### config.mk
export PLATFORM = sky130hd
export DESIGN_NAME = text_command_motor_servo_driver
export DESIGN_NICKNAME = d
export VERILOG_FILES = /design/src/hw/rtl/tcmsd_pkg.sv /design/src/hw/rtl/tcmsd_cfg.sv /design/src/hw/rtl/tcmsd_parser.sv /design/src/hw/rtl/tcmsd_servo_map.sv /design/src/hw/rtl/text_command_motor_servo_driver.sv
export SDC_FILE = /design/constraint.sdc
export NUM_CORES = 1
export LEC_CHECK = 0
export ABC_CLOCK_PERIOD_IN_PS = 15590
export BUFFER_PORTS_ARGS = -buffer_cell sky130_fd_sc_hd__clkbuf_2
export CAP_MARGIN = 20
export CORE_MARGIN = 5
export CORE_UTILIZATION = 47
export DETAILED_ROUTE_END_ITERATION = 16
export GPL_TIMING_DRIVEN = 0
export SLEW_MARGIN = 40
export SYNTH_ARGS = -nofsm -noshare
export SYNTH_HDL_FRONTEND = slang
export SYNTH_HIERARCHICAL = 1
export SYNTH_SLANG_ARGS = --single-unit
### constraint.sdc
create_clock -name clk -period 15.59 [get_ports clk]
set_input_delay 1.559 -clock clk [delete_from_list [all_inputs] [get_ports clk]]
set_output_delay 1.559 -clock clk [all_outputs]
set_load 0.01 [all_outputs]
### src/hw/rtl/tcmsd_pkg.sv
// ----------------------------------------------------------------------------
// tcmsd_pkg
// Shared types, codes, prefix text and fixed-point constants of the text
// command motor and servo driver.
// ----------------------------------------------------------------------------
package tcmsd_pkg;

	// Widths of the duty register and of the parsed number magnitude
	localparam int DUTY_BITS   = 8;
	localparam int NUMBER_BITS = 20;

	localparam logic [DUTY_BITS-1:0]   DUTY_MAX = {DUTY_BITS{1'b1}};
	localparam logic [NUMBER_BITS-1:0] MAG_MAX  = {NUMBER_BITS{1'b1}};

	// duty = |v| * DUTY_MAX / 100, done as (x >> 2) * DUTY_RECIP >> DUTY_SHIFT
	localparam int DUTY_SHIFT = DUTY_BITS + 12;
	localparam int DUTY_RECIP_INT = (1 << DUTY_SHIFT) / 25 + 1;
	localparam logic [DUTY_BITS+7:0] DUTY_RECIP = (DUTY_BITS+8)'(DUTY_RECIP_INT);

	// Speed clamp and servo scale
	localparam logic [6:0] SPEED_LIMIT = 7'd100;
	localparam logic [7:0] ANGLE_FULL  = 8'd180;
	localparam logic [7:0] PP_FULL     = 8'd200;
	localparam logic [6:0] PP_HALF     = 7'd100;

	// floor(a / 9) for a < 180 as (a * 57) >> 9
	localparam logic [5:0] DIV9_RECIP = 6'd57;
	localparam int         DIV9_SHIFT = 9;

	// floor(y / 25) for y < 6400 as (y * 10486) >> 18
	localparam logic [13:0] DIV25_RECIP = 14'd10486;
	localparam int          DIV25_SHIFT = 18;

	// Reset values
	localparam logic [7:0] SERVO_RESET = 8'd90;
	localparam logic [7:0] LOW_RESET   = 8'd35;
	localparam logic [7:0] HIGH_RESET  = 8'd145;

	// Register map (index from paddr[2])
	localparam logic REG_LOW  = 1'b0;
	localparam logic REG_HIGH = 1'b1;

	// Characters
	localparam logic [7:0] CH_TAB   = 8'd9;
	localparam logic [7:0] CH_LF    = 8'd10;
	localparam logic [7:0] CH_VT    = 8'd11;
	localparam logic [7:0] CH_FF    = 8'd12;
	localparam logic [7:0] CH_CR    = 8'd13;
	localparam logic [7:0] CH_SP    = 8'd32;
	localparam logic [7:0] CH_PLUS  = 8'h2B;
	localparam logic [7:0] CH_MINUS = 8'h2D;
	localparam logic [7:0] CH_ZERO  = 8'h30;
	localparam logic [7:0] CH_NINE  = 8'h39;

	// Prefix slots
	localparam int PFX_NUM   = 3;
	localparam int PFX_SPEED = 0;
	localparam int PFX_STOP  = 1;
	localparam int PFX_SERVO = 2;

	// Motor bridge codes
	localparam logic [1:0] DIR_OFF = 2'd0;
	localparam logic [1:0] DIR_FWD = 2'd1;
	localparam logic [1:0] DIR_REV = 2'd2;

	typedef enum logic [1:0] {
		DONE_NONE  = 2'd0,
		DONE_SPEED = 2'd1,
		DONE_STOP  = 2'd2,
		DONE_SERVO = 2'd3
	} done_t;

	typedef enum logic [6:0] {
		PH_LEAD    = 7'b0000001,
		PH_PREFIX  = 7'b0000010,
		PH_NUM_WS  = 7'b0000100,
		PH_NUM_DIG = 7'b0001000,
		PH_NUM_END = 7'b0010000,
		PH_STOP    = 7'b0100000,
		PH_DEAD    = 7'b1000000
	} phase_t;

	// Parser stage word handed to the servo mapper
	typedef struct packed {
		logic                 valid;
		logic [1:0]           dir;
		logic                 en;
		logic [DUTY_BITS-1:0] duty;
		logic                 fire;
		logic [7:0]           pp;
		done_t                done;
	} stage_t;

	// Steering limits
	typedef struct packed {
		logic [7:0] lo;
		logic [7:0] hi;
	} cfg_t;

	function automatic logic [3:0] pfx_len(input logic [1:0] k);
		case (k)
			2'd0:    pfx_len = 4'd8;
			2'd1:    pfx_len = 4'd6;
			2'd2:    pfx_len = 4'd10;
			default: pfx_len = 4'd0;
		endcase
	endfunction

	function automatic logic [7:0] pfx_char(input logic [1:0] k, input logic [3:0] pos);
		logic [79:0] text;
		case (k)
			2'd0:    text = {"M_SPEED:", 16'h0000};
			2'd1:    text = {"M_STOP", 32'h0000_0000};
			2'd2:    text = {"SERVO_", "ANG:"};
			default: text = '0;
		endcase
		if (pos < 4'd10) begin
			pfx_char = text[8*(9-int'(pos)) +: 8];
		end else begin
			pfx_char = 8'd0;
		end
	endfunction

endpackage

### src/hw/rtl/tcmsd_cfg.sv
// ----------------------------------------------------------------------------
// tcmsd_cfg
// APB register file holding the steering angle limits.
// ----------------------------------------------------------------------------
module tcmsd_cfg (
	input  logic              clk,
	input  logic              arst_n,
	input  logic              psel,
	input  logic              penable,
	input  logic              pwrite,
	input  logic [2:0]        paddr,
	input  logic [31:0]       pwdata,
	output logic [31:0]       prdata,
	output logic              pready,
	output tcmsd_pkg::cfg_t   cfg
);

	logic [7:0] lo_q;
	logic [7:0] hi_q;
	logic       wr_en;

	assign pready = 1'b1;
	assign wr_en  = psel & penable & pwrite;

	// Write the addressed limit
	always_ff @(posedge clk or negedge arst_n) begin
		if (!arst_n) begin
			lo_q <= tcmsd_pkg::LOW_RESET;
			hi_q <= tcmsd_pkg::HIGH_RESET;
		end else if (wr_en) begin
			if (paddr[2] == tcmsd_pkg::REG_LOW) begin
				lo_q <= pwdata[7:0];
			end else begin
				hi_q <= pwdata[7:0];
			end
		end
	end

	// Read back
	always_comb begin
		if (paddr[2] == tcmsd_pkg::REG_LOW) begin
			prdata = {24'd0, lo_q};
		end else begin
			prdata = {24'd0, hi_q};
		end
	end

	assign cfg.lo = lo_q;
	assign cfg.hi = hi_q;

endmodule

### src/hw/rtl/tcmsd_parser.sv
// ----------------------------------------------------------------------------
// tcmsd_parser
// Per-byte line parser: prefix match, number scan, and the motor commands.
// Emits one stage word per byte with the motor state after that byte.
// ----------------------------------------------------------------------------
module tcmsd_parser (
	input  logic                clk,
	input  logic                arst_n,
	input  logic                adv,
	input  logic                valid_s1,
	input  logic [7:0]          byte_s1,
	output tcmsd_pkg::stage_t   word_s2
);

	localparam int DB = tcmsd_pkg::DUTY_BITS;
	localparam int NB = tcmsd_pkg::NUMBER_BITS;

	// Line state
	tcmsd_pkg::phase_t phase_q, nxt_phase;
	logic [3:0]        pos_q, nxt_pos;
	logic [2:0]        alive_q, nxt_alive;
	logic              neg_q, nxt_neg;
	logic [NB-1:0]     mag_q, nxt_mag;

	// Motor state
	logic [1:0]        dir_q, nxt_dir;
	logic              en_q, nxt_en;
	logic [DB-1:0]     duty_q, nxt_duty;

	// Stage 2 word
	logic              valid_s2;
	logic [1:0]        dir_s2;
	logic              en_s2;
	logic [DB-1:0]     duty_s2;
	logic              fire_s2;
	logic [7:0]        pp_s2;
	tcmsd_pkg::done_t  done_s2;

	logic              fire;
	tcmsd_pkg::done_t  done;

	logic              eol, is_ws, is_dig;
	logic [3:0]        digit;
	logic [NB+3:0]     mag10;
	logic [NB-1:0]     mag_add;

	tcmsd_pkg::phase_t m_phase;
	logic [2:0]        m_alive, m_mask;
	logic [3:0]        m_pos;

	logic [6:0]        absv;
	logic [DB+6:0]     prod;
	logic [DB+4:0]     dy;
	logic [2*DB+12:0]  dprod;
	logic [DB-1:0]     speed_duty;

	logic [7:0]        mag8;
	logic [13:0]       d9prod;
	logic [7:0]        pp;

	// Classify the byte
	always_comb begin
		eol    = (byte_s1 == tcmsd_pkg::CH_LF) || (byte_s1 == tcmsd_pkg::CH_CR);
		is_ws  = byte_s1 inside {tcmsd_pkg::CH_TAB, tcmsd_pkg::CH_VT,
		                         tcmsd_pkg::CH_FF, tcmsd_pkg::CH_SP};
		is_dig = byte_s1 inside {[tcmsd_pkg::CH_ZERO:tcmsd_pkg::CH_NINE]};
		digit  = 4'(byte_s1 - tcmsd_pkg::CH_ZERO);
	end

	// Accumulate one decimal digit, saturating
	always_comb begin
		mag10 = ({4'd0, mag_q} << 3) + ({4'd0, mag_q} << 1) + (NB+4)'(digit);
		if (mag10 > (NB+4)'(tcmsd_pkg::MAG_MAX)) begin
			mag_add = tcmsd_pkg::MAG_MAX;
		end else begin
			mag_add = mag10[NB-1:0];
		end
	end

	// Match the byte against all live prefixes
	always_comb begin
		m_alive = alive_q;
		for (int k = 0; k < tcmsd_pkg::PFX_NUM; k++) begin
			if (alive_q[k] && ((pos_q >= tcmsd_pkg::pfx_len(2'(k))) ||
			    (tcmsd_pkg::pfx_char(2'(k), pos_q) != byte_s1))) begin
				m_alive[k] = 1'b0;
			end
		end
		m_pos   = pos_q + 4'd1;
		m_mask  = m_alive;
		m_phase = tcmsd_pkg::PH_PREFIX;
		if (m_alive == 3'b000) begin
			m_phase = tcmsd_pkg::PH_DEAD;
		end else if (m_alive[tcmsd_pkg::PFX_SPEED] &&
		             m_pos == tcmsd_pkg::pfx_len(2'(tcmsd_pkg::PFX_SPEED))) begin
			m_mask  = 3'b001;
			m_phase = tcmsd_pkg::PH_NUM_WS;
		end else if (m_alive[tcmsd_pkg::PFX_STOP] &&
		             m_pos == tcmsd_pkg::pfx_len(2'(tcmsd_pkg::PFX_STOP))) begin
			m_mask  = 3'b010;
			m_phase = tcmsd_pkg::PH_STOP;
		end else if (m_alive[tcmsd_pkg::PFX_SERVO] &&
		             m_pos == tcmsd_pkg::pfx_len(2'(tcmsd_pkg::PFX_SERVO))) begin
			m_mask  = 3'b100;
			m_phase = tcmsd_pkg::PH_NUM_WS;
		end
	end

	// Speed duty: clamp to 100, scale by DUTY_MAX / 100
	always_comb begin
		if (mag_q > NB'(tcmsd_pkg::SPEED_LIMIT)) begin
			absv = tcmsd_pkg::SPEED_LIMIT;
		end else begin
			absv = mag_q[6:0];
		end
		prod       = {absv, {DB{1'b0}}} - (DB+7)'(absv);
		dy         = prod[DB+6:2];
		dprod      = (2*DB+13)'(dy) * (2*DB+13)'(tcmsd_pkg::DUTY_RECIP);
		speed_duty = dprod[tcmsd_pkg::DUTY_SHIFT +: DB];
	end

	// Servo position 0..200 = trunc(a * 200 / 180) clamped, a + a / 9 below 180
	always_comb begin
		mag8   = mag_q[7:0];
		d9prod = 14'(mag8) * 14'(tcmsd_pkg::DIV9_RECIP);
		if (neg_q) begin
			pp = 8'd0;
		end else if (mag_q >= NB'(tcmsd_pkg::ANGLE_FULL)) begin
			pp = tcmsd_pkg::PP_FULL;
		end else begin
			pp = mag8 + 8'(d9prod[13:tcmsd_pkg::DIV9_SHIFT]);
		end
	end

	// Next state for one byte
	always_comb begin
		nxt_phase = phase_q;
		nxt_pos   = pos_q;
		nxt_alive = alive_q;
		nxt_neg   = neg_q;
		nxt_mag   = mag_q;
		nxt_dir   = dir_q;
		nxt_en    = en_q;
		nxt_duty  = duty_q;
		fire      = 1'b0;
		done      = tcmsd_pkg::DONE_NONE;
		if (eol) begin
			if (phase_q == tcmsd_pkg::PH_NUM_WS || phase_q == tcmsd_pkg::PH_NUM_DIG ||
			    phase_q == tcmsd_pkg::PH_NUM_END) begin
				if (alive_q[tcmsd_pkg::PFX_SPEED]) begin
					done   = tcmsd_pkg::DONE_SPEED;
					nxt_en = 1'b1;
					if (mag_q == '0) begin
						nxt_duty = '0;
						nxt_en   = 1'b0;
					end else begin
						nxt_dir  = neg_q ? tcmsd_pkg::DIR_REV : tcmsd_pkg::DIR_FWD;
						nxt_duty = speed_duty;
					end
				end else begin
					done = tcmsd_pkg::DONE_SERVO;
					fire = 1'b1;
				end
			end else if (phase_q == tcmsd_pkg::PH_STOP) begin
				done     = tcmsd_pkg::DONE_STOP;
				nxt_duty = '0;
				nxt_en   = 1'b0;
			end
			// Clear the line
			nxt_phase = tcmsd_pkg::PH_LEAD;
			nxt_pos   = 4'd0;
			nxt_alive = 3'b111;
			nxt_neg   = 1'b0;
			nxt_mag   = '0;
		end else begin
			case (phase_q)
				tcmsd_pkg::PH_LEAD, tcmsd_pkg::PH_PREFIX: begin
					if (!(phase_q == tcmsd_pkg::PH_LEAD && is_ws)) begin
						nxt_phase = m_phase;
						nxt_pos   = m_pos;
						nxt_alive = m_mask;
					end
				end
				tcmsd_pkg::PH_NUM_WS: begin
					if (!is_ws) begin
						if (byte_s1 == tcmsd_pkg::CH_MINUS) begin
							nxt_neg   = 1'b1;
							nxt_phase = tcmsd_pkg::PH_NUM_DIG;
						end else if (byte_s1 == tcmsd_pkg::CH_PLUS) begin
							nxt_phase = tcmsd_pkg::PH_NUM_DIG;
						end else if (is_dig) begin
							nxt_mag   = mag_add;
							nxt_phase = tcmsd_pkg::PH_NUM_DIG;
						end else begin
							nxt_phase = tcmsd_pkg::PH_NUM_END;
						end
					end
				end
				tcmsd_pkg::PH_NUM_DIG: begin
					if (is_dig) begin
						nxt_mag = mag_add;
					end else begin
						nxt_phase = tcmsd_pkg::PH_NUM_END;
					end
				end
				default: begin
				end
			endcase
		end
	end

	// Advance line and motor state on each accepted byte
	always_ff @(posedge clk or negedge arst_n) begin
		if (!arst_n) begin
			phase_q <= tcmsd_pkg::PH_LEAD;
			pos_q   <= 4'd0;
			alive_q <= 3'b111;
			neg_q   <= 1'b0;
			mag_q   <= '0;
			dir_q   <= tcmsd_pkg::DIR_OFF;
			en_q    <= 1'b1;
			duty_q  <= '0;
		end else if (adv && valid_s1) begin
			phase_q <= nxt_phase;
			pos_q   <= nxt_pos;
			alive_q <= nxt_alive;
			neg_q   <= nxt_neg;
			mag_q   <= nxt_mag;
			dir_q   <= nxt_dir;
			en_q    <= nxt_en;
			duty_q  <= nxt_duty;
		end
	end

	// Stage 2 valid
	always_ff @(posedge clk or negedge arst_n) begin
		if (!arst_n) begin
			valid_s2 <= 1'b0;
		end else if (adv) begin
			valid_s2 <= valid_s1;
		end
	end

	// Stage 2 payload
	always_ff @(posedge clk) begin
		if (adv) begin
			dir_s2  <= nxt_dir;
			en_s2   <= nxt_en;
			duty_s2 <= nxt_duty;
			fire_s2 <= fire & valid_s1;
			pp_s2   <= pp;
			done_s2 <= done;
		end
	end

	assign word_s2.valid = valid_s2;
	assign word_s2.dir   = dir_s2;
	assign word_s2.en    = en_s2;
	assign word_s2.duty  = duty_s2;
	assign word_s2.fire  = fire_s2;
	assign word_s2.pp    = pp_s2;
	assign word_s2.done  = done_s2;

	// A disabled driver always carries zero duty
	a_idle_zero_duty: assert property (@(posedge clk) disable iff (!arst_n)
		!en_q |-> (duty_q == '0))
		else $error("driver disabled with nonzero duty");

	// A stop word carries a stopped motor
	a_stop_word: assert property (@(posedge clk) disable iff (!arst_n)
		(valid_s2 && done_s2 == tcmsd_pkg::DONE_STOP) |-> (!en_s2 && duty_s2 == '0))
		else $error("stop word with running motor");

endmodule

### src/hw/rtl/tcmsd_servo_map.sv
// ----------------------------------------------------------------------------
// tcmsd_servo_map
// Maps the servo position to a limited angle over two stages and holds the
// result register and the servo angle.
// ----------------------------------------------------------------------------
module tcmsd_servo_map (
	input  logic                         clk,
	input  logic                         arst_n,
	input  logic                         adv,
	input  tcmsd_pkg::stage_t            word_s2,
	input  tcmsd_pkg::cfg_t              cfg,
	output logic                         valid_s4,
	output logic [1:0]                   dir_s4,
	output logic                         en_s4,
	output logic [tcmsd_pkg::DUTY_BITS-1:0] duty_s4,
	output logic                         written_s4,
	output tcmsd_pkg::done_t             done_s4,
	output logic [7:0]                   servo_q
);

	localparam int DB = tcmsd_pkg::DUTY_BITS;

	// Stage 3
	logic                valid_s3;
	logic [1:0]          dir_s3;
	logic                en_s3;
	logic [DB-1:0]       duty_s3;
	logic                fire_s3;
	logic signed [17:0]  q_s3;
	tcmsd_pkg::done_t    done_s3;

	logic signed [8:0]   span;
	logic                qneg;
	logic [16:0]         qa;
	logic [16:0]         qx;
	logic [27:0]         rprod;
	logic [7:0]          r;
	logic signed [10:0]  ang;
	logic [7:0]          ang_lim;
	logic                write;

	assign span = $signed({1'b0, cfg.hi}) - $signed({1'b0, cfg.lo});

	// Stage 3 valid
	always_ff @(posedge clk or negedge arst_n) begin
		if (!arst_n) begin
			valid_s3 <= 1'b0;
		end else if (adv) begin
			valid_s3 <= word_s2.valid;
		end
	end

	// Stage 3: scale the position by the limit span
	always_ff @(posedge clk) begin
		if (adv) begin
			dir_s3  <= word_s2.dir;
			en_s3   <= word_s2.en;
			duty_s3 <= word_s2.duty;
			fire_s3 <= word_s2.fire;
			q_s3    <= $signed({1'b0, word_s2.pp}) * span;
			done_s3 <= word_s2.done;
		end
	end

	// Divide by 200 rounding half away from zero, offset and clamp
	always_comb begin
		qneg  = q_s3[17];
		qa    = qneg ? 17'(-q_s3) : q_s3[16:0];
		qx    = qa + 17'(tcmsd_pkg::PP_HALF);
		rprod = 28'(qx[16:3]) * 28'(tcmsd_pkg::DIV25_RECIP);
		r     = rprod[tcmsd_pkg::DIV25_SHIFT +: 8];
		if (qneg) begin
			ang = $signed({3'b000, cfg.lo}) - $signed({3'b000, r});
		end else begin
			ang = $signed({3'b000, cfg.lo}) + $signed({3'b000, r});
		end
		ang_lim = ang[7:0];
		if (ang < $signed({3'b000, cfg.lo})) begin
			ang_lim = cfg.lo;
		end
		if (ang_lim > cfg.hi) begin
			ang_lim = cfg.hi;
		end
		write = valid_s3 && fire_s3 && (ang_lim != servo_q);
	end

	// Result register valid and servo angle
	always_ff @(posedge clk or negedge arst_n) begin
		if (!arst_n) begin
			valid_s4 <= 1'b0;
			servo_q  <= tcmsd_pkg::SERVO_RESET;
		end else if (adv) begin
			valid_s4 <= valid_s3;
			if (write) begin
				servo_q <= ang_lim;
			end
		end
	end

	// Result payload
	always_ff @(posedge clk) begin
		if (adv) begin
			dir_s4     <= dir_s3;
			en_s4      <= en_s3;
			duty_s4    <= duty_s3;
			written_s4 <= write;
			done_s4    <= done_s3;
		end
	end

	// A servo write is only reported on a servo command
	a_written_servo: assert property (@(posedge clk) disable iff (!arst_n)
		(valid_s4 && written_s4) |-> (done_s4 == tcmsd_pkg::DONE_SERVO))
		else $error("servo write outside servo command");

	// The angle moves only together with a reported write
	a_angle_moves: assert property (@(posedge clk) disable iff (!arst_n)
		(servo_q != $past(servo_q)) |-> (valid_s4 && written_s4))
		else $error("servo angle changed without a write");

	// A freshly loaded write really changed the angle
	a_write_changes: assert property (@(posedge clk) disable iff (!arst_n)
		($past(adv) && valid_s4 && written_s4) |-> (servo_q != $past(servo_q)))
		else $error("servo write without change");

endmodule

### src/hw/rtl/text_command_motor_servo_driver.sv
// ----------------------------------------------------------------------------
// text_command_motor_servo_driver
// Parses text command lines byte by byte and drives the motor bridge, the
// PWM duty and the steering servo angle.
//
//   port group   handshake            contents
//   rx           rx_valid / rx_ready   rx_byte, one character per word
//   res          res_valid / res_ready motor and servo state after each byte
//   apb          psel/penable/pready   servo_low_limit at 0, servo_high_limit at 4
//
// One byte enters per cycle while the pipeline advances; its result word passes
// through the input register, parser stage, span multiply stage and result
// register. The whole pipeline advances together and holds while res_valid
// is high and res_ready is low; rx_ready follows that same advance.
// Reset loads the limits 35 and 145, servo 90, driver enabled, zero duty.
// ----------------------------------------------------------------------------
module text_command_motor_servo_driver (
	input  logic        clk,
	input  logic        arst_n,
	input  logic        psel,
	input  logic        penable,
	input  logic        pwrite,
	input  logic [2:0]  paddr,
	input  logic [31:0] pwdata,
	output logic [31:0] prdata,
	output logic        pready,
	input  logic        rx_valid,
	output logic        rx_ready,
	input  logic [7:0]  rx_byte,
	output logic        res_valid,
	input  logic        res_ready,
	output logic [1:0]  motor_direction,
	output logic        motor_enabled,
	output logic [7:0]  motor_duty,
	output logic [7:0]  servo_angle,
	output logic        servo_written,
	output logic [1:0]  command_done
);

	localparam int DB = tcmsd_pkg::DUTY_BITS;

	logic                 adv;
	logic                 valid_s1;
	logic [7:0]           byte_s1;
	tcmsd_pkg::stage_t    word_s2;
	tcmsd_pkg::cfg_t      cfg;
	logic                 valid_s4;
	logic [1:0]           dir_s4;
	logic                 en_s4;
	logic [DB-1:0]        duty_s4;
	logic                 written_s4;
	tcmsd_pkg::done_t     done_s4;
	logic [7:0]           servo_q;
	logic [DB+7:0]        duty_ext;

	// Advance whenever the result register is free or being taken
	assign adv      = !valid_s4 || res_ready;
	assign rx_ready = adv;

	// Input register
	always_ff @(posedge clk or negedge arst_n) begin
		if (!arst_n) begin
			valid_s1 <= 1'b0;
		end else if (adv) begin
			valid_s1 <= rx_valid;
		end
	end

	always_ff @(posedge clk) begin
		if (adv) begin
			byte_s1 <= rx_byte;
		end
	end

	tcmsd_cfg u_cfg (
		.clk     (clk),
		.arst_n  (arst_n),
		.psel    (psel),
		.penable (penable),
		.pwrite  (pwrite),
		.paddr   (paddr),
		.pwdata  (pwdata),
		.prdata  (prdata),
		.pready  (pready),
		.cfg     (cfg)
	);

	tcmsd_parser u_parser (
		.clk      (clk),
		.arst_n   (arst_n),
		.adv      (adv),
		.valid_s1 (valid_s1),
		.byte_s1  (byte_s1),
		.word_s2  (word_s2)
	);

	tcmsd_servo_map u_servo (
		.clk        (clk),
		.arst_n     (arst_n),
		.adv        (adv),
		.word_s2    (word_s2),
		.cfg        (cfg),
		.valid_s4   (valid_s4),
		.dir_s4     (dir_s4),
		.en_s4      (en_s4),
		.duty_s4    (duty_s4),
		.written_s4 (written_s4),
		.done_s4    (done_s4),
		.servo_q    (servo_q)
	);

	// Drive the result word
	assign duty_ext        = {8'd0, duty_s4};
	assign res_valid       = valid_s4;
	assign motor_direction = dir_s4;
	assign motor_enabled   = en_s4;
	assign motor_duty      = duty_ext[7:0];
	assign servo_angle     = servo_q;
	assign servo_written   = written_s4;
	assign command_done    = done_s4;

endmodule

==> metrics.yaml, run 1 <==
maxSlewViolCount: 0
cts_setup_buffers: 0
grt_start_max_net_pins: 65
yosysMostFrequentCell: "inv_1"
cts.repair.resized: 0
antenna_cells: 0
area_growth_pct: 8.631
critPathSlowestCell: "fa_1"
design_area_um2: 23150
worstHoldPathCells: 0
hp-class: "flop to flop"
critPathRequiredTime_ps: 15970
grt_pass1_vias: 16330
yosysTopAreaCell: "ha_1"
dieHeight_um: 222.9
worst_pin_slew_ps: 845.4
syn_area_um2: 21310
synth-main-ff-cell: "edfxtp_1"
start_util_pct: 47.26
synthDistinctLibCells: 100
setup-tns-final_ps: 0
overflow: 0
cts_tree: "yes"
synth_seq_cells: 150
hold_buffers: 0
seqCellArea_um2: 4153
postSynthCellCount: 2263
drc_errors: 0
clock.fmax_mhz: 68.15
drt-initial-drc-count: 817
endpoint: "u_servo/servo_q[3]$_DFFE_PN1P_"
antenna_found_initial: 0
drive_gt1_share_pct: 10.36
yosysTopAreaCellShare_pct: 21.02
yosysWarnings: 6
end_kind: "flop"
fin_crit_ps: 14670
cts_buffers: 17
use_met2_pct: 34.25
gr-usage-met3_pct: 2.684
cpPeakStageDelay_ps: 550
globalRouteMet1Util_pct: 25.23
r2r-start: "u_servo/q_s3[2]$_DFFE_PP_"
r2r-end: "u_servo/servo_q[3]$_DFFE_PN1P_"
worstSetupStartpoint: "u_servo/q_s3[2]$_DFFE_PP_"
ios: 107
cp_common_cell: "ha_1"
rsz0062_at_grt: "no"
path_max_fanout: 10
first_pass_iters: 5
clk_pin_slew_ps: 70
hold_viol_final: 0
hold_slack_ps: 415.8
maxSlewHeadroom_pct: 43.24
status: "completed"
yosys-top-cells-count: "369 x inv_1, 358 x ha_1, 170 x fa_1, 142 x nand2_1, 112 x a21oi_1"
die_area_um2: 49700
clock_path_buffers: 2
cts_num_sinks: 150
synth-seq-area-share_pct: 19.49
ys_top_cells_by_area: "ha_1 21%, fa_1 16%, edfxtp_1 11%, dfrtp_1 6.9%, inv_1 6.5%"
crit_type: "flop to flop"
via_count: 16050
gp_congestion: 0.9045
ant_nets: 0
finalNetCount: 2940
synth_edf_count: 76
fin_crit_sh_pct: 94.12
postPlaceCellArea_um2: 22540
syn_avg_cell_area_um2: 9.417
reg2reg_slack_ps: 920
track_usage_pct: 19.66
async_flop_share_pct: 49.33
hp-start: "u_servo/duty_s3[5]$_DFFE_PP_"
fp.dieW_um: 222.9
cts.htree.levels: 4
grt_pass1_wl_um: 81390
cts-root-buf: "clkbuf_16"
routed_wl_um: 47900
fin_worst_skew_ps: 16.58
start_kind: "flop"
top_usage_layer: "met2"
multi_input_area_um2: 15420
rr_worst_depth: 54
port_buffers: 54
fill_cells: 4280
core_um2: 45090
hpwl_um: 39760
cap_violations: 0
arrival_ps: 15050
via_per_inst: 5.394
clock_latency_ps: 450
setup_viol: 0
wl_per_cell_um: 16.10
num_rows: 78
==> cells in the final DEF, fill, tap and decap left out, drive strengths merged, types with 19 or more instances in the layout <==
| cell type | n |
|---|---|
| ha | 358 |
| clkbuf | 105 |
| dfrtp | 59 |
| buf | 58 |
| o21bai | 21 |
| a21o | 38 |
| xnor2 | 97 |
| nor2b | 26 |
| edfxtp | 76 |
| inv | 377 |
| a21oi | 112 |
| fa | 170 |
| and2 | 38 |
| xor2 | 42 |
| nor3 | 30 |
| and3 | 20 |
| nor2 | 82 |
| nor4 | 19 |
| nand3 | 34 |
| conb | 25 |
| nand2b | 33 |
| nand2 | 142 |
| mux2 | 41 |
| o21ai | 107 |
==> registers in the layout, summed over array words and instances (netlist names), 7 cells and up <==
register and count:
u_servo/q_s3 18, u_servo/duty_s4 8, u_parser/pp_s2 8, u_parser/duty_q 8, u_cfg/lo_q 8, u_servo/duty_s3 8
u_cfg/hi_q 8, u_parser/duty_s2 8, u_parser/phase_q 7, byte_s1 8, u_servo/servo_q 8, u_parser/mag_q 20
==> final cells by class <==
class,instances,area share [%]
multi-input combinational,1673,66.63
sequential,150,17.94
inverter,375,6.080
tap,600,3.243
buffer,88,2.113
clock buffer,18,1.897
timing repair buffer,57,1.497
clock inverter,14,0.5999
==> metal layers <==
| metal | up-vias | routed length (µm) |
|---|---|---|
| li1 | 7859 | - |
| met1 | 7787 | 20930 |
| met2 | 316 | 23830 |
| met3 | 84 | 1677 |
| met4 | 0 | 1466 |
| met5 | - | 0 |
==> logic make-up after synthesis <==
group,Yosys count,synth area share [%]
AO/OA/AOI/OAI,432,13.51
flip-flops,150,19.49
other,2,0.03524
AND/OR/NAND/NOR,492,12.30
adder cells (fa/ha/maj),529,37.04
buffers and inverters,463,8.895
multiplexers,54,2.812
XOR/XNOR,141,5.924
==> critical path, delay by kind of cell (launching register included) <==
family	cells	cell delay, ps
compound gates	24	5980
mux	2	780
flops	1	480
simple gates	5	810
fa+ha+maj	11	3900
xor+xnor	6	1590
buf+inv	6	1020
==> through the flow <==
stage	setup slack, ps	std cells	util [%]
finish	917.1	2975	51.34
global placement	706.5	2940	49.72
CTS	395.1	2975	51.27
detailed placement	444.3	2943	49.98
global route	7.189	2975	51.34
floorplan	2852	2286	-
==> worst min path at each step <==
stage                                              end  slack [ps]
after global placement    u_servo/duty_s3[4]$_DFFE_PP_         410
after detailed placement  u_servo/duty_s4[0]$_DFFE_PP_         400
after global routing      u_servo/duty_s4[5]$_DFFE_PP_         420
final                     u_servo/duty_s4[5]$_DFFE_PP_         420
after floorplan            u_servo/dir_s3[0]$_DFFE_PP_         400
after CTS                 u_servo/duty_s4[5]$_DFFE_PP_         420
Power of run 1 is left out: the tool's default activity adds up to more than one toggle a clock period on the data nets, which glitch-free logic cannot reach.
==> run 2: changes to the inputs <==
--- a/config.mk
+++ b/config.mk
@@ -5,7 +5,7 @@
 export SDC_FILE = /design/constraint.sdc
 export NUM_CORES = 1
 export LEC_CHECK = 0
-export ABC_CLOCK_PERIOD_IN_PS = 15590
+export ABC_CLOCK_PERIOD_IN_PS = 17410
 export BUFFER_PORTS_ARGS = -buffer_cell sky130_fd_sc_hd__clkbuf_2
 export CAP_MARGIN = 20
 export CORE_MARGIN = 5
==> constraint.sdc (replaced) <==
create_clock -name clk -period 17.41 [get_ports clk]
set_input_delay 1.741 -clock clk [delete_from_list [all_inputs] [get_ports clk]]
set_output_delay 1.741 -clock clk [all_outputs]
set_load 0.01 [all_outputs]
==> metrics.yaml, run 2 (synthesized netlist as in run 1, its figures left out) <==
status: "completed"
area_growth_pct: 8.525
largest_reg_flops: 20
wl_per_cell_um: 16.09
cpPeakStageDelay_ps: 630
drive_gt1_share_pct: 10.19
drt-initial-drc-count: 874
ios: 107
crit_family: "compound AO/OA/AOI/OAI gates"
maxSlewViolCount: 0
num_rows: 78
finalNetCount: 2940
start_util_pct: 47.26
dieHeight_um: 222.9
postPlaceCellArea_um2: 22540
hp-start: "u_servo/duty_s3[5]$_DFFE_PP_"
drc_errors: 0
cp_num_buf_inv: 7
setup-tns-final_ps: 0
ant_nets: 0
fin_ws_ps: 2175
fin_crit_sh_pct: 87.51
cts_setup_buffers: 0
port_buffers: 54
die_area_um2: 49700
via_per_inst: 5.394
layout_common_cells: "369 x inv_1, 358 x ha_1, 170 x fa_1"
clk_pin_slew_ps: 70
gp_congestion: 0.9045
end_kind: "flop"
clock_path_buffers: 2
r2r-start: "u_servo/q_s3[2]$_DFFE_PP_"
cts.repair.resized: 0
place_ws_ps: 2264
top_regs: "u_parser/mag_q (20), u_servo/q_s3 (18)"
via_count: 16050
hold_viol_final: 0
cts_num_sinks: 150
setup_viol: 0
path_max_fanout: 10
crit_type: "flop to flop"
maxSlewHeadroom_pct: 43.21
antenna_found_initial: 0
arrival_ps: 15610
clock.fmax_mhz: 65.64
hp-class: "flop to flop"
cts_buffers: 17
cts-root-buf: "clkbuf_16"
track_usage_pct: 19.66
fin_worst_skew_ps: 15.46
core_um2: 45090
routed_wl_um: 47860
antenna_cells: 0
critPathRequiredTime_ps: 17790
cap_violations: 0
cts_tree: "yes"
fp.dieW_um: 222.9
critPathSlowestCell: "o41ai_4"
fin_util_pct: 51.29
rsz0062_at_grt: "no"
cts.htree.levels: 4
worstSetupStartpoint: "u_servo/q_s3[2]$_DFFE_PP_"
worst_pin_slew_ps: 845.8
grt_start_max_net_pins: 65
final_common_cell: "inv_1"
hpwl_um: 39760
fin_crit_ps: 15230
hold_buffers: 0
design_area_um2: 23130
grt_pass1_wl_um: 81390
cp_common_cell: "ha_1"
start_kind: "flop"
clock_latency_ps: 450
first_pass_iters: 5
max_flop_register: "u_parser/mag_q"
grt_pass1_vias: 16330
overflow: 0
run 2: cell types whose count changed in the layout (fill, tap and decap cells not counted):
cell	previous run	this run
a311oi_2	1	0
a311oi_1	5	6
clkbuf_1	32	33
xnor2_1	89	91
clkbuf_2	54	53
xnor2_2	8	6
run 2: cell type report:
cell class              instances  area [µm²]
fillers                      4277       21960
plain buffers                  88       488.0
clock inverters                14       138.9
multi-input cells            1673       15400
flip-flops and latches        150        4153
inverters                     375        1408
repair buffers                 57       346.6
clock buffers                  18       439.2
well taps                     600       750.7
run 2: final timing paths:
path	endpoint	slack, ps	cells after the start
max reg2reg	u_servo/servo_q[3]$_DFFE_PN1P_	2180	55
max in group asynchronous	u_servo/servo_q[1]$_DFFE_PN1P_	15620	2
min reg2reg	u_servo/duty_s4[5]$_DFFE_PP_	420	0
min	u_servo/duty_s4[5]$_DFFE_PP_	420	0
max	u_servo/servo_q[3]$_DFFE_PN1P_	2180	55
min in group asynchronous	u_servo/servo_q[5]$_DFFE_PN0P_	1150	1
run 2: stage by stage:
step / hold slack, ps / cells
finish: 415.2 / 2975
global route: 421.6 / 2975
CTS: 419.9 / 2975
detailed placement: 404.5 / 2943
global placement: 405.1 / 2940
floorplan: 400.3 / 2286
run 2: routing by layer:
metal	share of wire (%)	vias up	wire length (µm)	global-route usage (%)
met4	3.1	0	1507	6.700
met2	50	291	23750	34.25
li1	-	7870	-	-
met5	0	-	0	0
met3	3.5	83	1675	2.684
met1	44	7804	20930	25.23
Power of run 2 is left out for the same reason.
